File: config.mk
export PLATFORM = sky130hd
export DESIGN_NAME = takf_mul
export DESIGN_NICKNAME = d
export VERILOG_FILES = /design/src/design/takf_pkg.sv /design/src/design/takf_mul.sv
export SDC_FILE = /design/constraint.sdc
export NUM_CORES = 2
export LEC_CHECK = 0
export BUFFER_PORTS_ARGS = -buffer_cell sky130_fd_sc_hd__buf_4
export CORE_MARGIN = 3
export CORE_UTILIZATION = 58
export CTS_BUF_LIST = sky130_fd_sc_hd__clkbuf_4 sky130_fd_sc_hd__clkbuf_8 sky130_fd_sc_hd__clkbuf_16
export DETAILED_ROUTE_END_ITERATION = 10
export GPL_ROUTABILITY_DRIVEN = 1
export GPL_TIMING_DRIVEN = 0
export HOLD_SLACK_MARGIN = 0.06
export PLACE_DENSITY = 0.78
export REMOVE_ABC_BUFFERS = 1
export SLEW_MARGIN = 40
export SYNTH_ARGS = -nofsm -noshare
export SYNTH_HDL_FRONTEND = slang
export SYNTH_SLANG_ARGS = --single-unit
File: constraint.sdc
create_clock -name clk_i -period 3.8 [get_ports clk_i]
set_input_delay 0.95 -clock clk_i [delete_from_list [all_inputs] [get_ports clk_i]]
set_output_delay 0.95 -clock clk_i [all_outputs]
set_load 0.02 [all_outputs]
File: src/design/takf_pkg.sv
// shared types, fixed-point constants and saturation helpers for the tilt filter
// no dependencies; every other file imports this package
package takf_pkg;

  localparam int DATA_WIDTH = 32;
  localparam int FRAC_BITS  = 16;
  localparam int WIDE_W     = DATA_WIDTH + 2;

  localparam int ACC_W   = 25;
  localparam int GYR_W   = 28;
  localparam int OUT_W   = 32;
  localparam int APN_W   = 17;
  localparam int BPN_W   = 17;
  localparam int MN_W    = 23;
  localparam int DT_W    = 17;
  localparam int CFG_DW  = 23;
  localparam int CFG_IW  = 2;

  typedef logic signed [DATA_WIDTH-1:0] dw_t;
  typedef logic signed [WIDE_W-1:0]     wide_t;

  typedef enum logic [CFG_IW-1:0] {
    CFG_APN = 2'd0,
    CFG_BPN = 2'd1,
    CFG_MN  = 2'd2,
    CFG_DT  = 2'd3
  } cfg_idx_e;

  localparam wide_t SMAX_W = (wide_t'(1) <<< (DATA_WIDTH - 1)) - wide_t'(1);
  localparam wide_t SMIN_W = -SMAX_W - wide_t'(1);
  localparam dw_t   ONE_Q  = dw_t'(1) <<< FRAC_BITS;

  typedef struct packed {
    logic start;
    dw_t  a;
    dw_t  b;
  } mul_req_t;

  typedef struct packed {
    logic start;
    dw_t  n;
    dw_t  d;
  } div_req_t;

  function automatic dw_t sat_dw(wide_t v);
    wide_t r;
    if (v > SMAX_W) r = SMAX_W;
    else if (v < SMIN_W) r = SMIN_W;
    else r = v;
    return r[DATA_WIDTH-1:0];
  endfunction

  function automatic logic signed [OUT_W-1:0] sat_out(wide_t v);
    logic signed [63:0] x;
    x = 64'(v);
    if (x > 64'sd2147483647) x = 64'sd2147483647;
    else if (x < -64'sd2147483648) x = -64'sd2147483648;
    return x[OUT_W-1:0];
  endfunction

endpackage

File: src/design/takf_mul.sv
// shared fixed-point multiplier: registered product then registered result, rounds half away from zero, saturates
// depends on takf_pkg
module takf_mul import takf_pkg::*; (
  input  logic     clk_i,
  input  logic     rst_ni,
  input  mul_req_t req_i,
  output logic     done_o,
  output dw_t      res_o
);

  localparam int PW = 2 * DATA_WIDTH;
  localparam int QW = PW - FRAC_BITS;

  logic [DATA_WIDTH-1:0] ua, ub;
  logic [PW-1:0]         prod_d, prod_q;
  logic                  neg_q, v1_q;
  logic [PW-1:0]         rnd;
  logic [QW-1:0]         qmag;
  dw_t                   res_d;

  assign ua     = req_i.a[DATA_WIDTH-1] ? (~req_i.a + 1'b1) : req_i.a;
  assign ub     = req_i.b[DATA_WIDTH-1] ? (~req_i.b + 1'b1) : req_i.b;
  assign prod_d = PW'(ua) * PW'(ub);

  assign rnd  = prod_q + (PW'(1) << (FRAC_BITS - 1));
  assign qmag = rnd[PW-1:FRAC_BITS];

  always_comb begin
    if (neg_q) begin
      if (qmag > QW'(SMAX_W[DATA_WIDTH-1:0]) + QW'(1)) res_d = SMIN_W[DATA_WIDTH-1:0];
      else res_d = dw_t'(-qmag[DATA_WIDTH-1:0]);
    end else begin
      if (qmag > QW'(SMAX_W[DATA_WIDTH-1:0])) res_d = SMAX_W[DATA_WIDTH-1:0];
      else res_d = dw_t'(qmag[DATA_WIDTH-1:0]);
    end
  end

  always_ff @(posedge clk_i or negedge rst_ni) begin
    if (!rst_ni) begin
      v1_q   <= 1'b0;
      done_o <= 1'b0;
    end else begin
      v1_q   <= req_i.start;
      done_o <= v1_q;
    end
  end

  always_ff @(posedge clk_i) begin
    if (req_i.start) begin
      prod_q <= prod_d;
      neg_q  <= req_i.a[DATA_WIDTH-1] ^ req_i.b[DATA_WIDTH-1];
    end
    if (v1_q) res_o <= res_d;
  end

endmodule

==> results.yml, run 1 <==
run_status:
  outcome: "stopped before the end"
  haltStage: "5_1_grt"
  error: "[ERROR GRT-0232] Routing congestion too high. Check the congestion heatmap in the GUI."
floorplan:
  dieWidth_um: 263
  start_util: 0.591
  pin_count: 100
  rows: 93
  fp.dieH_um: 263
placement:
  portBuffers: 99
  place_congestion: 0.996
  place_hpwl_um: 105000
grt:
  grtUsageTotal: 0.585
  grt_max_degree: 52
  grt_overflow: 131
logic_synthesis:
  synth_common_cells: "946 x inv_1, 895 x fa_1, 650 x nor2_1"
  netlist.area_leader.share: 0.467
  synth_ff_type: "edfxtp_1"
  synthAdderAreaFrac: 0.554
  postSynthAreaPerCell_um2: 8.87
  yosys.area_share.simple: 0.155
  synth-async-reset-ratio: 0.0238
  synthesis.area_um2: 38400
  synthMuxAreaShare: 0.00219
  synth-edff-count: 82
  synth_seq_cells: 84
  synth-compound-area-share: 0.0577
  ys_seq_area_frac: 0.0655
  synth_area_leader_cell: "fa_1"
  yosys-top-cells-area: "fa_1 47%, inv_1 9.3%, ha_1 8.6%"
  synth_top_family_by_area: "adder cells"
  yosysWarnings: 0
  synth_xor_area_frac: 0.0518
  netlist_instances: 4325
  yosysMostFrequentCell: "inv_1"
  ys_types: 94
clock_tree:
  ctsRootBufferMaster: "clkbuf_16"
  clockBufferDepth: 2
  cts_num_sinks: 84
  cts_hold_buf: 0
  cts_inserted_buffers: 9
  htree_levels: 3
sta:
  endpoint_type: "sequential cell input"
  grt-worst-endpoint: "prod_q[47]$_DFFE_PP_/D"
per-stage QoR:
stage,cell area (um^2),std cells,util,setup slack [ps]
detailed placement,42400,5223,0.653,-8750
floorplan,37500,4127,-,-6380
global placement,39300,5081,0.606,-9870
CTS,45600,5391,0.703,-6090
metal layers:
| layer | GRT overflow | GRT usage |
|---|---|---|
| met4 | 70 | 0.517 |
| met1 | 1 | 0.599 |
| met2 | 56 | 0.732 |
| met5 | 0 | 0.245 |
| met3 | 4 | 0.461 |
cell families after synthesis:
group / count (synthesis)
simple gates: 1397
fa+ha+maj: 1160
buf+inv: 1144
compound gates: 308
xor+xnor: 224
flops: 84
mux: 8
what timing repair did:
item                       in CTS
pin swaps                     141
buffers inserted              149
setup endpoints to repair      81
gates resized for setup       398
cloned                          4
==> run 2: changes to the inputs <==
--- a/config.mk
+++ b/config.mk
@@ -7,13 +7,11 @@
 export LEC_CHECK = 0
 export BUFFER_PORTS_ARGS = -buffer_cell sky130_fd_sc_hd__buf_4
 export CORE_MARGIN = 3
-export CORE_UTILIZATION = 58
-export CTS_BUF_LIST = sky130_fd_sc_hd__clkbuf_4 sky130_fd_sc_hd__clkbuf_8 sky130_fd_sc_hd__clkbuf_16
+export CORE_UTILIZATION = 40
 export DETAILED_ROUTE_END_ITERATION = 10
 export GPL_ROUTABILITY_DRIVEN = 1
 export GPL_TIMING_DRIVEN = 0
-export HOLD_SLACK_MARGIN = 0.06
-export PLACE_DENSITY = 0.78
+export PLACE_DENSITY_LB_ADDON = 0.15
 export REMOVE_ABC_BUFFERS = 1
 export SLEW_MARGIN = 40
 export SYNTH_ARGS = -nofsm -noshare
==> constraint.sdc (replaced) <==
create_clock -name clk_i -period 4.94 [get_ports clk_i]
set_input_delay 1.235 -clock clk_i [delete_from_list [all_inputs] [get_ports clk_i]]
set_output_delay 1.235 -clock clk_i [all_outputs]
set_load 0.02 [all_outputs]
==> run 2 against run 1 <==
Net effect: the flow now finishes, with violations (setup timing); area after synthesis is the same; synthesized cell count is the same.
==> results.yml, run 2 <==
run_status:
  outcome: "finished with violations"
  violations: "setup timing"
placement:
  place_congestion: 0.909
  portBuffers: 99
  dp_slack_ps: -7450
  dp.cells: 5658
  place_hpwl_um: 112000
worst_setup_path:
  path_class: "input pin to flop"
  cp_max_fo: 5
  critPathSlowestCell: "fa_2"
  critical_path.top_delay_family: "adder cells"
  crit_buf_inv: 7
  startpoint: "req_i[5]"
  end_kind: "flop"
  cp-start-kind: "input pin"
  r2r-start: "prod_q[16]$_DFFE_PP_"
  crit_path_max_incr_delay_ps: 630
  cpMostUsedCell: "fa_1"
  cp.required_ps: 5020
  critPathArrivalTime_ps: 10320
sta:
  tightest_slew_ps: 922
  rsz0062_at_grt: "yes"
  post-route-period-util: 2.07
  setup_violations: 49
  fin_ws_ps: -5290
  relSlewSlack: 0.386
  hold_viol: 0
  slew_viol_final: 0
  fin_crit_ps: 10230
  fmax_ghz: 0.0977
  skew_ps: 6.28
layout:
  largest_reg_flops: 49
  biggestRegsByFlops: "prod_q: 49 flops, res_o: 32 flops"
  top_register: "prod_q"
  post-route-util: 0.517
  final_common_cell: "inv_1"
  nets: 5913
  fill_cells: 8443
  stdcell_count: 5946
  final_cell_mix: "911 x inv_1, 853 x fa_1, 629 x nor2_1"
  final-seq-area_um2: 2510
  drive_gt1_frac: 0.219
  multi_input_area_um2: 35200
  area_delta_synth_final_pct: 26.9
grt:
  antenna_found_initial: 0
  gr-usage-met3: 0.0437
  busiest_layer: "met2"
  grtUsageMet1: 0.371
  grt_pass1_wl_um: 205000
  grt_overflow: 0
  grt_pass1_vias: 33300
  grtUsageTotal: 0.277
  grt_max_degree: 52
  met2_usage: 0.442
drt:
  drt-initial-drc-count: 2575
  dr.pass1.iters: 5
  wl_um: 140000
  post-route-drc-count: 0
  final_antenna_net_count: 0
  wl_per_cell_um: 23.5
  num_vias: 32200
  via_per_inst: 5.42
clock_tree:
  path_clk_slew_ps: 60
  cts_num_sinks: 84
  worstSkewPairLatency_ps: 350
  cts_tree: "built"
  ctsRootBufferMaster: "clkbuf_16"
  cts_hold_buf: 0
  htree_levels: 3
  cts_inserted_buffers: 9
  clockBufferDepth: 2
floorplan:
  dieWidth_um: 316
  rows: 112
  fp.coreArea_um2: 94200
  start_util: 0.407
  fp.dieH_um: 316
  dieArea_um2: 99600
  pin_count: 100
logic_synthesis:
  synth-edff-count: 82
  yosysWarnings: 0
  synth_area_leader_cell: "fa_1"
  ys_seq_area_frac: 0.0655
  synthesis.area_um2: 38400
  postSynthAreaPerCell_um2: 8.87
  synth-async-reset-ratio: 0.0238
  yosysMostFrequentCell: "inv_1"
  netlist_instances: 4325
  synth_common_cells: "946 x inv_1, 895 x fa_1, 650 x nor2_1"
  ys_types: 94
  synth_ff_type: "edfxtp_1"
  yosys-top-cells-area: "fa_1 47%, inv_1 9.3%, ha_1 8.6%"
  netlist.area_leader.share: 0.467
  synth_seq_cells: 84
worst_hold_path:
  hold_class: "input pin to asynchronous set/reset pin"
flow_run:
  maxCapViolCount: 0
[run 2: stage by stage]
step                      setup TNS (ps)  hold WS [ps]  area, um^2
after floorplan                  -242100           757       37500
after global placement           -449260           853       39800
after detailed placement         -321770           840       43400
after CTS                        -230960           639       46500
after global routing             -243770           641       48700
final                            -232140           657       48700
[run 2: cells by family after synthesis]
| group | after synthesis | share of synthesized area |
|---|---|---|
| mux | 8 | 0.00219 |
| fa+ha+maj | 1160 | 0.554 |
| compound gates | 308 | 0.0577 |
| buf+inv | 1144 | 0.114 |
| xor+xnor | 224 | 0.0518 |
| flops | 84 | 0.0655 |
| simple gates | 1397 | 0.155 |
[run 2: repair_timing]
item                       in CTS  in global routing
setup buffers                 143                126
setup endpoints to repair      49                 49
gates cloned                    1                  4
resized for setup             367                238
pin swaps                     146                221
[run 2: layout make-up]
cell class / count / share of cell area
multi-input combinational: 3097 / 0.723
timing repair buffer: 547 / 0.113
inverter: 946 / 0.0734
sequential: 84 / 0.0516
tap: 1254 / 0.0322
clock buffer: 15 / 0.00591
clock inverter: 1 / 0.000617
timing repair inverter: 1 / 0.000180
antenna: 1 / 0.0000514
[run 2: path summary, 6_finish.rpt]
kind / cells past startpoint / slack [ps] / endpoint
max in group asynchronous: 1 / 4190 / v1_q$_DFF_PN0_
hold / removal: 1 / 660 / v1_q$_DFF_PN0_
hold reg to reg: 0 / 830 / done_o$_DFF_PN0_
setup reg to reg: 10 / 490 / res_o[5]$_DFFE_PP_
min in group clk_i: 0 / 830 / done_o$_DFF_PN0_
setup / recovery: 33 / -5290 / prod_q[48]$_DFFE_PP_
[run 2: layer usage]
layer | up-vias | part of all wire
met4 | 0 | 0.063
met5 | - | 0
met3 | 400 | 0.082
li1 | 13700 | -
met1 | 16700 | 0.39
met2 | 1424 | 0.46
Power of run 2 is not shown: default switching activity piles up to over one toggle a cycle in this logic, so the estimate is an artifact.
