<file path="config.mk">
export PLATFORM = sky130hd
export DESIGN_NAME = takf_div
export DESIGN_NICKNAME = d
export VERILOG_FILES = /design/src/design/takf_pkg.sv /design/src/design/takf_div.sv
export SDC_FILE = /design/constraint.sdc
export NUM_CORES = 1
export LEC_CHECK = 0
export BUFFER_PORTS_ARGS = -buffer_cell sky130_fd_sc_hd__buf_2
export CORE_ASPECT_RATIO = 1.25
export CORE_MARGIN = 5
export CORE_UTILIZATION = 45
export CTS_BUF_LIST = sky130_fd_sc_hd__clkbuf_8
export CTS_CLUSTER_DIAMETER = 120
export DETAILED_ROUTE_END_ITERATION = 7
export PLACE_DENSITY = 0.7
export SLEW_MARGIN = 25
export SYNTH_ARGS = -nofsm -noshare
export SYNTH_HDL_FRONTEND = slang
export SYNTH_SLANG_ARGS = --single-unit
</file>
<file path="constraint.sdc">
create_clock -name clk_i -period 6.4 [get_ports clk_i]
set_input_delay 0.64 -clock clk_i [delete_from_list [all_inputs] [get_ports clk_i]]
set_output_delay 0.64 -clock clk_i [all_outputs]
set_load 0.02 [all_outputs]
</file>
<file path="src/design/takf_pkg.sv">
// shared types, fixed-point constants and saturation helpers for the tilt filter
// no dependencies; every other file imports this package
package takf_pkg;

  localparam int DATA_WIDTH = 32;
  localparam int FRAC_BITS  = 16;
  localparam int WIDE_W     = DATA_WIDTH + 2;

  localparam int ACC_W   = 25;
  localparam int GYR_W   = 28;
  localparam int OUT_W   = 32;
  localparam int APN_W   = 17;
  localparam int BPN_W   = 17;
  localparam int MN_W    = 23;
  localparam int DT_W    = 17;
  localparam int CFG_DW  = 23;
  localparam int CFG_IW  = 2;

  typedef logic signed [DATA_WIDTH-1:0] dw_t;
  typedef logic signed [WIDE_W-1:0]     wide_t;

  typedef enum logic [CFG_IW-1:0] {
    CFG_APN = 2'd0,
    CFG_BPN = 2'd1,
    CFG_MN  = 2'd2,
    CFG_DT  = 2'd3
  } cfg_idx_e;

  localparam wide_t SMAX_W = (wide_t'(1) <<< (DATA_WIDTH - 1)) - wide_t'(1);
  localparam wide_t SMIN_W = -SMAX_W - wide_t'(1);
  localparam dw_t   ONE_Q  = dw_t'(1) <<< FRAC_BITS;

  typedef struct packed {
    logic start;
    dw_t  a;
    dw_t  b;
  } mul_req_t;

  typedef struct packed {
    logic start;
    dw_t  n;
    dw_t  d;
  } div_req_t;

  function automatic dw_t sat_dw(wide_t v);
    wide_t r;
    if (v > SMAX_W) r = SMAX_W;
    else if (v < SMIN_W) r = SMIN_W;
    else r = v;
    return r[DATA_WIDTH-1:0];
  endfunction

  function automatic logic signed [OUT_W-1:0] sat_out(wide_t v);
    logic signed [63:0] x;
    x = 64'(v);
    if (x > 64'sd2147483647) x = 64'sd2147483647;
    else if (x < -64'sd2147483648) x = -64'sd2147483648;
    return x[OUT_W-1:0];
  endfunction

endpackage

</file>
<file path="src/design/takf_div.sv">
// restoring divider for the gain, one quotient bit per cycle, truncates toward zero
// depends on takf_pkg; divisor must be positive
module takf_div import takf_pkg::*; (
  input  logic     clk_i,
  input  logic     rst_ni,
  input  div_req_t req_i,
  output logic     done_o,
  output dw_t      res_o
);

  localparam int NW = DATA_WIDTH + FRAC_BITS;
  localparam int CW = $clog2(NW + 1);

  logic [NW-1:0]         dvd_q;
  logic [DATA_WIDTH:0]   rem_q, rem_sh, rem_sub;
  logic [DATA_WIDTH-1:0] den_q, un;
  logic [CW-1:0]         cnt_q;
  logic                  busy_q, neg_q;
  dw_t                   res_d;

  assign un      = req_i.n[DATA_WIDTH-1] ? (~req_i.n + 1'b1) : req_i.n;
  assign rem_sh  = {rem_q[DATA_WIDTH-1:0], dvd_q[NW-1]};
  assign rem_sub = rem_sh - {1'b0, den_q};

  // dvd_q holds the quotient once all bits have shifted through
  always_comb begin
    if (dvd_q > NW'(SMAX_W[DATA_WIDTH-1:0])) begin
      res_d = neg_q ? SMIN_W[DATA_WIDTH-1:0] : SMAX_W[DATA_WIDTH-1:0];
    end else begin
      res_d = neg_q ? dw_t'(-dvd_q[DATA_WIDTH-1:0]) : dw_t'(dvd_q[DATA_WIDTH-1:0]);
    end
  end

  always_ff @(posedge clk_i or negedge rst_ni) begin
    if (!rst_ni) begin
      busy_q <= 1'b0;
      done_o <= 1'b0;
      cnt_q  <= '0;
    end else begin
      done_o <= 1'b0;
      if (req_i.start) begin
        busy_q <= 1'b1;
        cnt_q  <= CW'(NW);
      end else if (busy_q) begin
        if (cnt_q == '0) begin
          busy_q <= 1'b0;
          done_o <= 1'b1;
        end else begin
          cnt_q <= cnt_q - 1'b1;
        end
      end
    end
  end

  always_ff @(posedge clk_i) begin
    if (req_i.start) begin
      dvd_q <= {un, {FRAC_BITS{1'b0}}};
      rem_q <= '0;
      den_q <= req_i.d;
      neg_q <= req_i.n[DATA_WIDTH-1];
    end else if (busy_q && cnt_q != '0) begin
      if (!rem_sub[DATA_WIDTH]) begin
        rem_q <= rem_sub;
        dvd_q <= {dvd_q[NW-2:0], 1'b1};
      end else begin
        rem_q <= rem_sh;
        dvd_q <= {dvd_q[NW-2:0], 1'b0};
      end
    end
    if (busy_q && cnt_q == '0) res_o <= res_d;
  end

endmodule

</file>
==> impl_results.html, run 1 <==
<table>
<tr><th>Metric</th><th>Value</th></tr>
<tr><th colspan="2">Run status</th></tr>
<tr><td>Outcome</td><td>complete, no violations</td></tr>
<tr><th colspan="2">Critical path</th></tr>
<tr><td>Worst Reg2Reg Path Length in Cells</td><td>12</td></tr>
<tr><td>Worst Setup Path Type</td><td>reg2reg</td></tr>
<tr><td>Cell-by-cell trace of the critical path</td><td>ha_1 &gt; fa_1 &gt; nand2b_1 &gt; a21o_1 &gt; a21oi_1 &gt; a311oi_1 &gt; o21ai_0 &gt; a31o_2 &gt; xnor2_2 &gt; buf_4 &gt; nand2_1 &gt; a311oi_1</td></tr>
<tr><td>Buf/Inv on CP</td><td>1</td></tr>
<tr><td>Slowest cell on the critical path</td><td>sky130_fd_sc_hd__edfxtp_1</td></tr>
<tr><td>Nature of the critical path endpoint</td><td>register</td></tr>
<tr><td>Worst path required time</td><td>6.76 ns</td></tr>
<tr><td>Worst stage delay on the critical path</td><td>0.43 ns</td></tr>
<tr><td>Signal arrival time at the worst endpoint</td><td>4.09 ns</td></tr>
<tr><td>WP depth</td><td>12</td></tr>
<tr><td>Reg-to-reg setup timing slack</td><td>2.67 ns</td></tr>
<tr><td>Setup crit start kind</td><td>register</td></tr>
<tr><td>Highest net fanout along the worst path</td><td>23</td></tr>
<tr><td>Critical register-to-register path endpoint</td><td>rem_q[13]</td></tr>
<tr><td>Family with the most delay on the worst path</td><td>compound AO/OA/AOI/OAI gates</td></tr>
<tr><td>Cell with the most instances on the worst path</td><td>sky130_fd_sc_hd__a311oi_1</td></tr>
<tr><td>Beginning of the worst register-to-register path</td><td>den_q[0]</td></tr>
<tr><th colspan="2">STA</th></tr>
<tr><td>Hold slack</td><td>about 0.033 ns</td></tr>
<tr><td>Setup repair after global routing missed its margin</td><td>false</td></tr>
<tr><td>Setup Viol. Count Final</td><td>0</td></tr>
<tr><td>Max Freq</td><td>268 MHz</td></tr>
<tr><td>Max_slew headroom</td><td>between 30% and 40%</td></tr>
<tr><td>Slew at the pin closest to its max-slew limit</td><td>0.946 ns</td></tr>
<tr><td>Pins Over Slew Limit</td><td>0</td></tr>
<tr><td>Count of endpoints failing hold in the final timing report</td><td>0</td></tr>
<tr><td>Worst clock skew on the final layout</td><td>around 0.014 ns</td></tr>
<tr><td>Tmin final</td><td>3.73 ns</td></tr>
<tr><td>Total Negative Setup Slacks</td><td>0 ns</td></tr>
<tr><td>Final period utilization</td><td>about three fifths</td></tr>
<tr><th colspan="2">Drt</th></tr>
<tr><td>Vias/cell</td><td>5.53</td></tr>
<tr><td>Average wire per standard cell</td><td>between 10 and 15 um</td></tr>
<tr><td>Antenna-violating nets left</td><td>0</td></tr>
<tr><td>DRT Pass-1 Iters</td><td>5</td></tr>
<tr><td>Post-detailed-route DRC marker count</td><td>0</td></tr>
<tr><td>Total vias in the final route</td><td>7686</td></tr>
<tr><td>Total length of routed wires</td><td>20.7 mm</td></tr>
<tr><td>Initial detailed-routing violation count</td><td>between 400 and 500</td></tr>
<tr><th colspan="2">Clock tree</th></tr>
<tr><td>Number of CTS-inserted buffers</td><td>17</td></tr>
<tr><td>Clock Latency Late Sink</td><td>approximately 0.45 ns</td></tr>
<tr><td>Post-CTS Hold Fix Bufs</td><td>0</td></tr>
<tr><td>Root Buffer</td><td>sky130_fd_sc_hd__clkbuf_8</td></tr>
<tr><td>H-tree levels</td><td>4</td></tr>
<tr><td>Setup bufs post-CTS</td><td>0</td></tr>
<tr><td>Clock slew at reported path FFs</td><td>0.09 ns</td></tr>
<tr><td>Maximum clock insertion buffer count</td><td>2</td></tr>
<tr><td>CTS-repair resized insts</td><td>0</td></tr>
<tr><td>CTS tree</td><td>yes</td></tr>
<tr><td>TritonCTS Sinks</td><td>153</td></tr>
<tr><th colspan="2">Floorplan</th></tr>
<tr><td>Die Footprint</td><td>23400 sq um</td></tr>
<tr><td>Number of core rows</td><td>58</td></tr>
<tr><td>Width of the chip</td><td>138 um</td></tr>
<tr><td>Area of the placeable core</td><td>between 20000 and 25000 sq um</td></tr>
<tr><td>Num ports</td><td>100</td></tr>
<tr><td>Effective utilization at floorplan</td><td>45.7%</td></tr>
<tr><td>Die extent in y</td><td>170 um</td></tr>
<tr><th colspan="2">Placed design</th></tr>
<tr><td>Input/output buffers</td><td>99</td></tr>
<tr><td>Area after DPL</td><td>9890 sq um</td></tr>
<tr><td>Half-perimeter wire length after placement</td><td>14.6 mm</td></tr>
<tr><td>Routability congestion estimate from global placement</td><td>about 0.89</td></tr>
<tr><th colspan="2">Pwr</th></tr>
<tr><td>Cell leakage power</td><td>4.24 nW</td></tr>
<tr><td>Max rail drop VDD</td><td>~0.16 mV</td></tr>
<tr><td>Total power density per cell area</td><td>between 300 and 400 nW/um^2</td></tr>
<tr><th colspan="2">Synth</th></tr>
<tr><td>Ys flop type</td><td>sky130_fd_sc_hd__edfxtp_1</td></tr>
<tr><td>Post-Synthesis Cells</td><td>around 1000</td></tr>
<tr><td>Syn. warnings</td><td>0</td></tr>
<tr><td>Net Count, Synth</td><td>1143</td></tr>
<tr><td>Portion of the post-synthesis area used by sequential elements</td><td>44.3%</td></tr>
<tr><td>Cell taking the most area after synthesis</td><td>sky130_fd_sc_hd__edfxtp_1</td></tr>
<tr><td>Mean instance size in the synthesized netlist</td><td>8.84 sq um</td></tr>
<tr><td>Share of synthesized flip-flops with an asynchronous set or reset</td><td>under 10%</td></tr>
<tr><td>Number of enable flip-flop cells after synthesis</td><td>97</td></tr>
<tr><td>Main area contributors after synthesis</td><td>sky130_fd_sc_hd__edfxtp_1 (32%), sky130_fd_sc_hd__dfxtp_1 (10%), sky130_fd_sc_hd__nand2_1 (8.0%), sky130_fd_sc_hd__ha_1 (4.8%), sky130_fd_sc_hd__o21ai_0 (4.1%)</td></tr>
<tr><td>Number of synthesized register bits</td><td>153</td></tr>
<tr><td>Area share of the leading cell type in the synthesized netlist</td><td>31.7%</td></tr>
<tr><td>Netlist cell types</td><td>69</td></tr>
<tr><td>Netlist area before placement</td><td>9190 sq um</td></tr>
<tr><th colspan="2">Global routing</th></tr>
<tr><td>Wire length of the first global-routing pass</td><td>~34 mm</td></tr>
<tr><td>Total routing usage reported by global routing</td><td>17.9%</td></tr>
<tr><td>Grt ovf</td><td>0</td></tr>
<tr><td>Pin count of the biggest net entering global routing</td><td>76</td></tr>
<tr><td>Number of global-route vias before repair</td><td>7189</td></tr>
<tr><td>Number of antenna violations at the first check in global routing</td><td>0</td></tr>
<tr><th colspan="2">Min path</th></tr>
<tr><td>Path class of the lowest-slack min-delay path</td><td>in2async</td></tr>
<tr><th colspan="2">Layout</th></tr>
<tr><td>Commonest non-fill, non-tap cell in the layout</td><td>sky130_fd_sc_hd__nand2_1</td></tr>
<tr><td>Fraction of layout cells with a size suffix above 1</td><td>14.2%</td></tr>
<tr><td>Final instance area</td><td>10300 sq um</td></tr>
<tr><td>Commonest non-fill, non-tap cells in the layout</td><td>sky130_fd_sc_hd__nand2_1 (197), sky130_fd_sc_hd__buf_2 (98), sky130_fd_sc_hd__edfxtp_1 (97)</td></tr>
<tr><td>Area growth from synthesis to final layout</td><td>12.2%</td></tr>
<tr><td>Net count, final</td><td>approximately 1200</td></tr>
<tr><td>N_diodes</td><td>0</td></tr>
<tr><th colspan="2">Flow run</th></tr>
<tr><td>Number of maximum-capacitance violations</td><td>0</td></tr>
</table>
## layout make-up
class | instances | area, sq um
fillers | 1922 | 9790
multi-input cells | 778 | 4730
flip-flops and latches | 153 | 4070
repair buffers | 108 | 566
well taps | 270 | 338
clock buffers | 20 | 275
inverters | 50 | 188
clock inverters | 12 | 148
## stage by stage
| step | total power [mW] | instances | setup WS [ns] | utilization (%) |
|---|---|---|---|---|
| floorplan | 2.28 | 1040 | 3.10 | - |
| global placement | 2.54 | 1359 | 2.74 | 49.2 |
| detailed placement | 2.56 | 1359 | 2.69 | 49.2 |
| CTS | 3.36 | 1391 | 2.65 | 51.3 |
| global route | 3.58 | 1391 | 2.42 | 51.3 |
| finish | 3.34 | 1391 | 2.67 | 51.3 |
## cells by family after synthesis
kind of cell | after synthesis | share of synthesized area, %
simple gates | 409 | 20.9
compound gates | 274 | 19.5
flops | 153 | 44.3
buf+inv | 109 | 4.60
xor+xnor | 56 | 5.34
fa+ha+maj | 36 | 4.98
mux | 3 | 0.327
## layer usage
layer  part of all wire [%]  GRT usage (%)  vias to the layer above  wire [um]
met5                      0              0                        -          0
met4                    1.6           5.93                        0        340
met3                    4.1           2.94                       25        855
met2                     51           32.0                      163      10600
met1                     43           21.9                     3591       8860
li1                       -              -                     3907          -
## cells in the mapped netlist, drive strengths merged, types with 8 or more instances
cell	n
a211oi	12
nor4	15
nor2b	10
nand2b	10
xnor2	41
o311ai	19
nor3	24
dfrtp	8
a21o	20
nand2	197
o21ai	78
a311oi	23
nor2	64
a21oi	60
clkbuf	52
xor2	15
or3	22
or4	15
inv	49
dfxtp	48
and3	10
ha	35
edfxtp	97
o31ai	14
nand3	15
## power breakdown
group	switching, mW	internal, mW
logic	0.719	0.521
registers	0.113	1.20
clock network	0.370	0.414
## worst max path at each step
| stage | startpoint | endpoint | slack (ns) |
|---|---|---|---|
| floorplan | req_i[36] | dvd_q[41] | 3.10 |
| global placement | req_i[36] | dvd_q[41] | 2.74 |
| detailed placement | den_q[0] | rem_q[13] | 2.69 |
| CTS | den_q[0] | rem_q[13] | 2.65 |
| global route | dvd_q[47] | rem_q[11] | 2.42 |
| finish | den_q[0] | rem_q[13] | 2.67 |
## sequential cells by signal (all words and copies together) (netlist names)
| signal | flops |
|---|---|
| dvd_q | 48 |
| den_q | 32 |
| rem_q | 32 |
| done_o | 1 |
| busy_q | 1 |
| neg_q | 1 |
| cnt_q | 6 |
| res_o | 32 |
No activity file was read; power rests on OpenSTA's default activity.
==> run 2, diff against run 1 <==
Clock period 6.4 ns to 3.68 ns, I/O delays scaled along.
==> run 2 against run 1 <==
Against the previous run:
- flip-flop and latch count unchanged
- critical path depth down 1
- final area up 0.76%
- highest routed layer unchanged
- wire length up 0.21%
- core utilization up 0.39 points
- first-iteration DRC count down 11%
- fmax up 10%
- clock power up 56%
- clock skew up 0.0030 ns
- power up 72%
- worst hold slack better by 0.045 ns
- sequential share of layout area down 0.30 points
==> impl_results.html, run 2 (synthesis gave the netlist of run 1 again) <==
<table>
<tr><th>Metric</th><th>Value</th></tr>
<tr><th colspan="2">Run status</th></tr>
<tr><td>Outcome</td><td>complete, no violations</td></tr>
<tr><th colspan="2">Clock tree</th></tr>
<tr><td>Clock Latency Late Sink</td><td>0.46 ns</td></tr>
<tr><td>Number of CTS-inserted buffers</td><td>17</td></tr>
<tr><td>Root Buffer</td><td>sky130_fd_sc_hd__clkbuf_8</td></tr>
<tr><td>TritonCTS Sinks</td><td>153</td></tr>
<tr><td>Maximum clock insertion buffer count</td><td>2</td></tr>
<tr><td>Clock slew at reported path FFs</td><td>0.08 ns</td></tr>
<tr><td>CTS tree</td><td>yes</td></tr>
<tr><td>H-tree levels</td><td>4</td></tr>
<tr><th colspan="2">Floorplan</th></tr>
<tr><td>Num ports</td><td>100</td></tr>
<tr><td>Die extent in y</td><td>approximately 170 um</td></tr>
<tr><td>Effective utilization at floorplan</td><td>45.7%</td></tr>
<tr><td>Number of core rows</td><td>just under 60</td></tr>
<tr><td>Area of the placeable core</td><td>20100 sq um</td></tr>
<tr><td>Die Footprint</td><td>~23000 sq um</td></tr>
<tr><td>Width of the chip</td><td>138 um</td></tr>
<tr><th colspan="2">Placed design</th></tr>
<tr><td>Area after DPL</td><td>~10000 sq um</td></tr>
<tr><td>Input/output buffers</td><td>99</td></tr>
<tr><td>Half-perimeter wire length after placement</td><td>15.2 mm</td></tr>
<tr><td>Routability congestion estimate from global placement</td><td>0.925</td></tr>
<tr><th colspan="2">Critical path</th></tr>
<tr><td>Nature of the critical path endpoint</td><td>register</td></tr>
<tr><td>Highest net fanout along the worst path</td><td>6</td></tr>
<tr><td>Worst path required time</td><td>3.86 ns</td></tr>
<tr><td>Signal arrival time at the worst endpoint</td><td>3.55 ns</td></tr>
<tr><td>Setup crit start kind</td><td>register</td></tr>
<tr><td>Worst Setup Path Type</td><td>reg2reg</td></tr>
<tr><th colspan="2">Layout</th></tr>
<tr><td>Most flops, register</td><td>dvd_q</td></tr>
<tr><td>Area growth from synthesis to final layout</td><td>13.1%</td></tr>
<tr><td>Commonest non-fill, non-tap cells in the layout</td><td>sky130_fd_sc_hd__nand2_1 (197), sky130_fd_sc_hd__buf_2 (98), sky130_fd_sc_hd__edfxtp_1 (97)</td></tr>
<tr><td>Commonest non-fill, non-tap cell in the layout</td><td>sky130_fd_sc_hd__nand2_1</td></tr>
<tr><td>Fraction of layout cells with a size suffix above 1</td><td>between 15 and 20%</td></tr>
<tr><td>Net count, final</td><td>1228</td></tr>
<tr><td>Final instance area</td><td>10400 sq um</td></tr>
<tr><td>N_diodes</td><td>0</td></tr>
<tr><td>Max FFs per register</td><td>48</td></tr>
<tr><th colspan="2">Drt</th></tr>
<tr><td>Average wire per standard cell</td><td>14.7 um</td></tr>
<tr><td>Antenna-violating nets left</td><td>0</td></tr>
<tr><td>Initial detailed-routing violation count</td><td>between 400 and 500</td></tr>
<tr><td>Met2 wire length</td><td>10.9 mm</td></tr>
<tr><td>Post-detailed-route DRC marker count</td><td>0</td></tr>
<tr><td>Metal1 wirelength</td><td>around 8.5 mm</td></tr>
<tr><td>Routed length on met3</td><td>~940 um</td></tr>
<tr><td>Total length of routed wires</td><td>20.7 mm</td></tr>
<tr><td>Uppermost signal routing layer after detailed routing</td><td>met4</td></tr>
<tr><td>DRT Pass-1 Iters</td><td>5</td></tr>
<tr><td>Vias/cell</td><td>5.52</td></tr>
<tr><td>Total vias in the final route</td><td>7775</td></tr>
<tr><th colspan="2">Global routing</th></tr>
<tr><td>Pin count of the biggest net entering global routing</td><td>82</td></tr>
<tr><td>Wire length of the first global-routing pass</td><td>34.2 mm</td></tr>
<tr><td>Number of global-route vias before repair</td><td>7300</td></tr>
<tr><td>Grt ovf</td><td>0</td></tr>
<tr><td>Total routing usage reported by global routing</td><td>17.9%</td></tr>
<tr><td>Number of antenna violations at the first check in global routing</td><td>0</td></tr>
<tr><th colspan="2">Min path</th></tr>
<tr><td>Path class of the lowest-slack min-delay path</td><td>in2reg</td></tr>
<tr><th colspan="2">Pwr</th></tr>
<tr><td>Cell leakage power</td><td>between 4 and 5 nW</td></tr>
<tr><td>Total power density per cell area</td><td>approximately 550 nW/um^2</td></tr>
<tr><td>Max rail drop VDD</td><td>0.275 mV</td></tr>
<tr><th colspan="2">STA</th></tr>
<tr><td>Slew at the pin closest to its max-slew limit</td><td>0.797 ns</td></tr>
<tr><td>Total Negative Setup Slacks</td><td>0 ns</td></tr>
<tr><td>Max_slew headroom</td><td>46.9%</td></tr>
<tr><td>Pins Over Slew Limit</td><td>0</td></tr>
<tr><td>Max Freq</td><td>296 MHz</td></tr>
<tr><td>Setup repair after global routing missed its margin</td><td>false</td></tr>
<tr><td>Worst clock skew on the final layout</td><td>0.0166 ns</td></tr>
<tr><td>Tmin final</td><td>3.37 ns</td></tr>
<tr><td>Count of endpoints failing hold in the final timing report</td><td>0</td></tr>
<tr><td>Final period utilization</td><td>91.7%</td></tr>
<tr><td>Setup Viol. Count Final</td><td>0</td></tr>
<tr><th colspan="2">Flow run</th></tr>
<tr><td>Number of maximum-capacitance violations</td><td>0</td></tr>
</table>
-- run 2: where the power goes --
part           switching (mW)  internal, mW
sequential              0.195          2.09
combinational            1.27         0.973
clock                   0.631         0.589
-- run 2: cell type report --
cell class              instances  area (sq um)
flip-flops and latches        153          4070
clock inverters                15           138
fillers                      1923          9710
clock buffers                  17           234
multi-input cells             778          4730
repair buffers                125           696
inverters                      50           188
well taps                     270           338
-- run 2: worst paths after layout --
check	startpoint	endpoint	slack, ns	cells past startpoint
max	dvd_q[1]	res_o[24]	0.31	11
min	req_i[0]	den_q[0]	0.08	1
max reg2reg	dvd_q[1]	res_o[24]	0.31	11
min reg2reg	dvd_q[12]	dvd_q[12]	0.50	2
max in group asynchronous	rst_ni	cnt_q[2]	3.20	2
min in group asynchronous	rst_ni	busy_q	0.29	2
-- run 2: what timing repair did --
item	in CTS	in global routing
endpoints found under the setup margin	0	4
hold buffers	1	0
gates resized for setup	0	1
hold endpoints to repair	8	0
setup buffers	0	1
-- run 2: critical path: stages, from the launching register on --
cell and delay [ns]:
sky130_fd_sc_hd__dfxtp_1 0.36, sky130_fd_sc_hd__inv_1 0.07, sky130_fd_sc_hd__ha_1 0.16, sky130_fd_sc_hd__or3b_4 0.41, sky130_fd_sc_hd__or4_4 0.51, sky130_fd_sc_hd__or3_4 0.39
sky130_fd_sc_hd__or2_1 0.28, sky130_fd_sc_hd__buf_4 0.16, sky130_fd_sc_hd__nor4_1 0.44, sky130_fd_sc_hd__a21oi_1 0.13, sky130_fd_sc_hd__nor2_1 0.11, sky130_fd_sc_hd__o21ai_0 0.07
-- run 2: routing by layer --
metal  global-route usage (%)  vias to the layer above
met2                     32.4                      196
met4                     6.19                        0
met3                     3.50                       34
met5                        0                        -
li1                         -                     3940
met1                     20.8                     3605
-- run 2: stage by stage --
stage	worst slack, ns	util, %	hold WS, ns	cells	power, mW
2_1_floorplan	0.421	-	0.0724	1040	3.96
3_3_place_gp	0.260	49.8	0.232	1374	4.51
3_5_place_dp	0.205	49.8	0.234	1374	4.54
4_1_cts	0.174	51.7	0.0478	1407	5.78
5_1_grt	0.0364	51.7	0.0490	1408	6.16
6_report	0.306	51.7	0.0782	1408	5.75
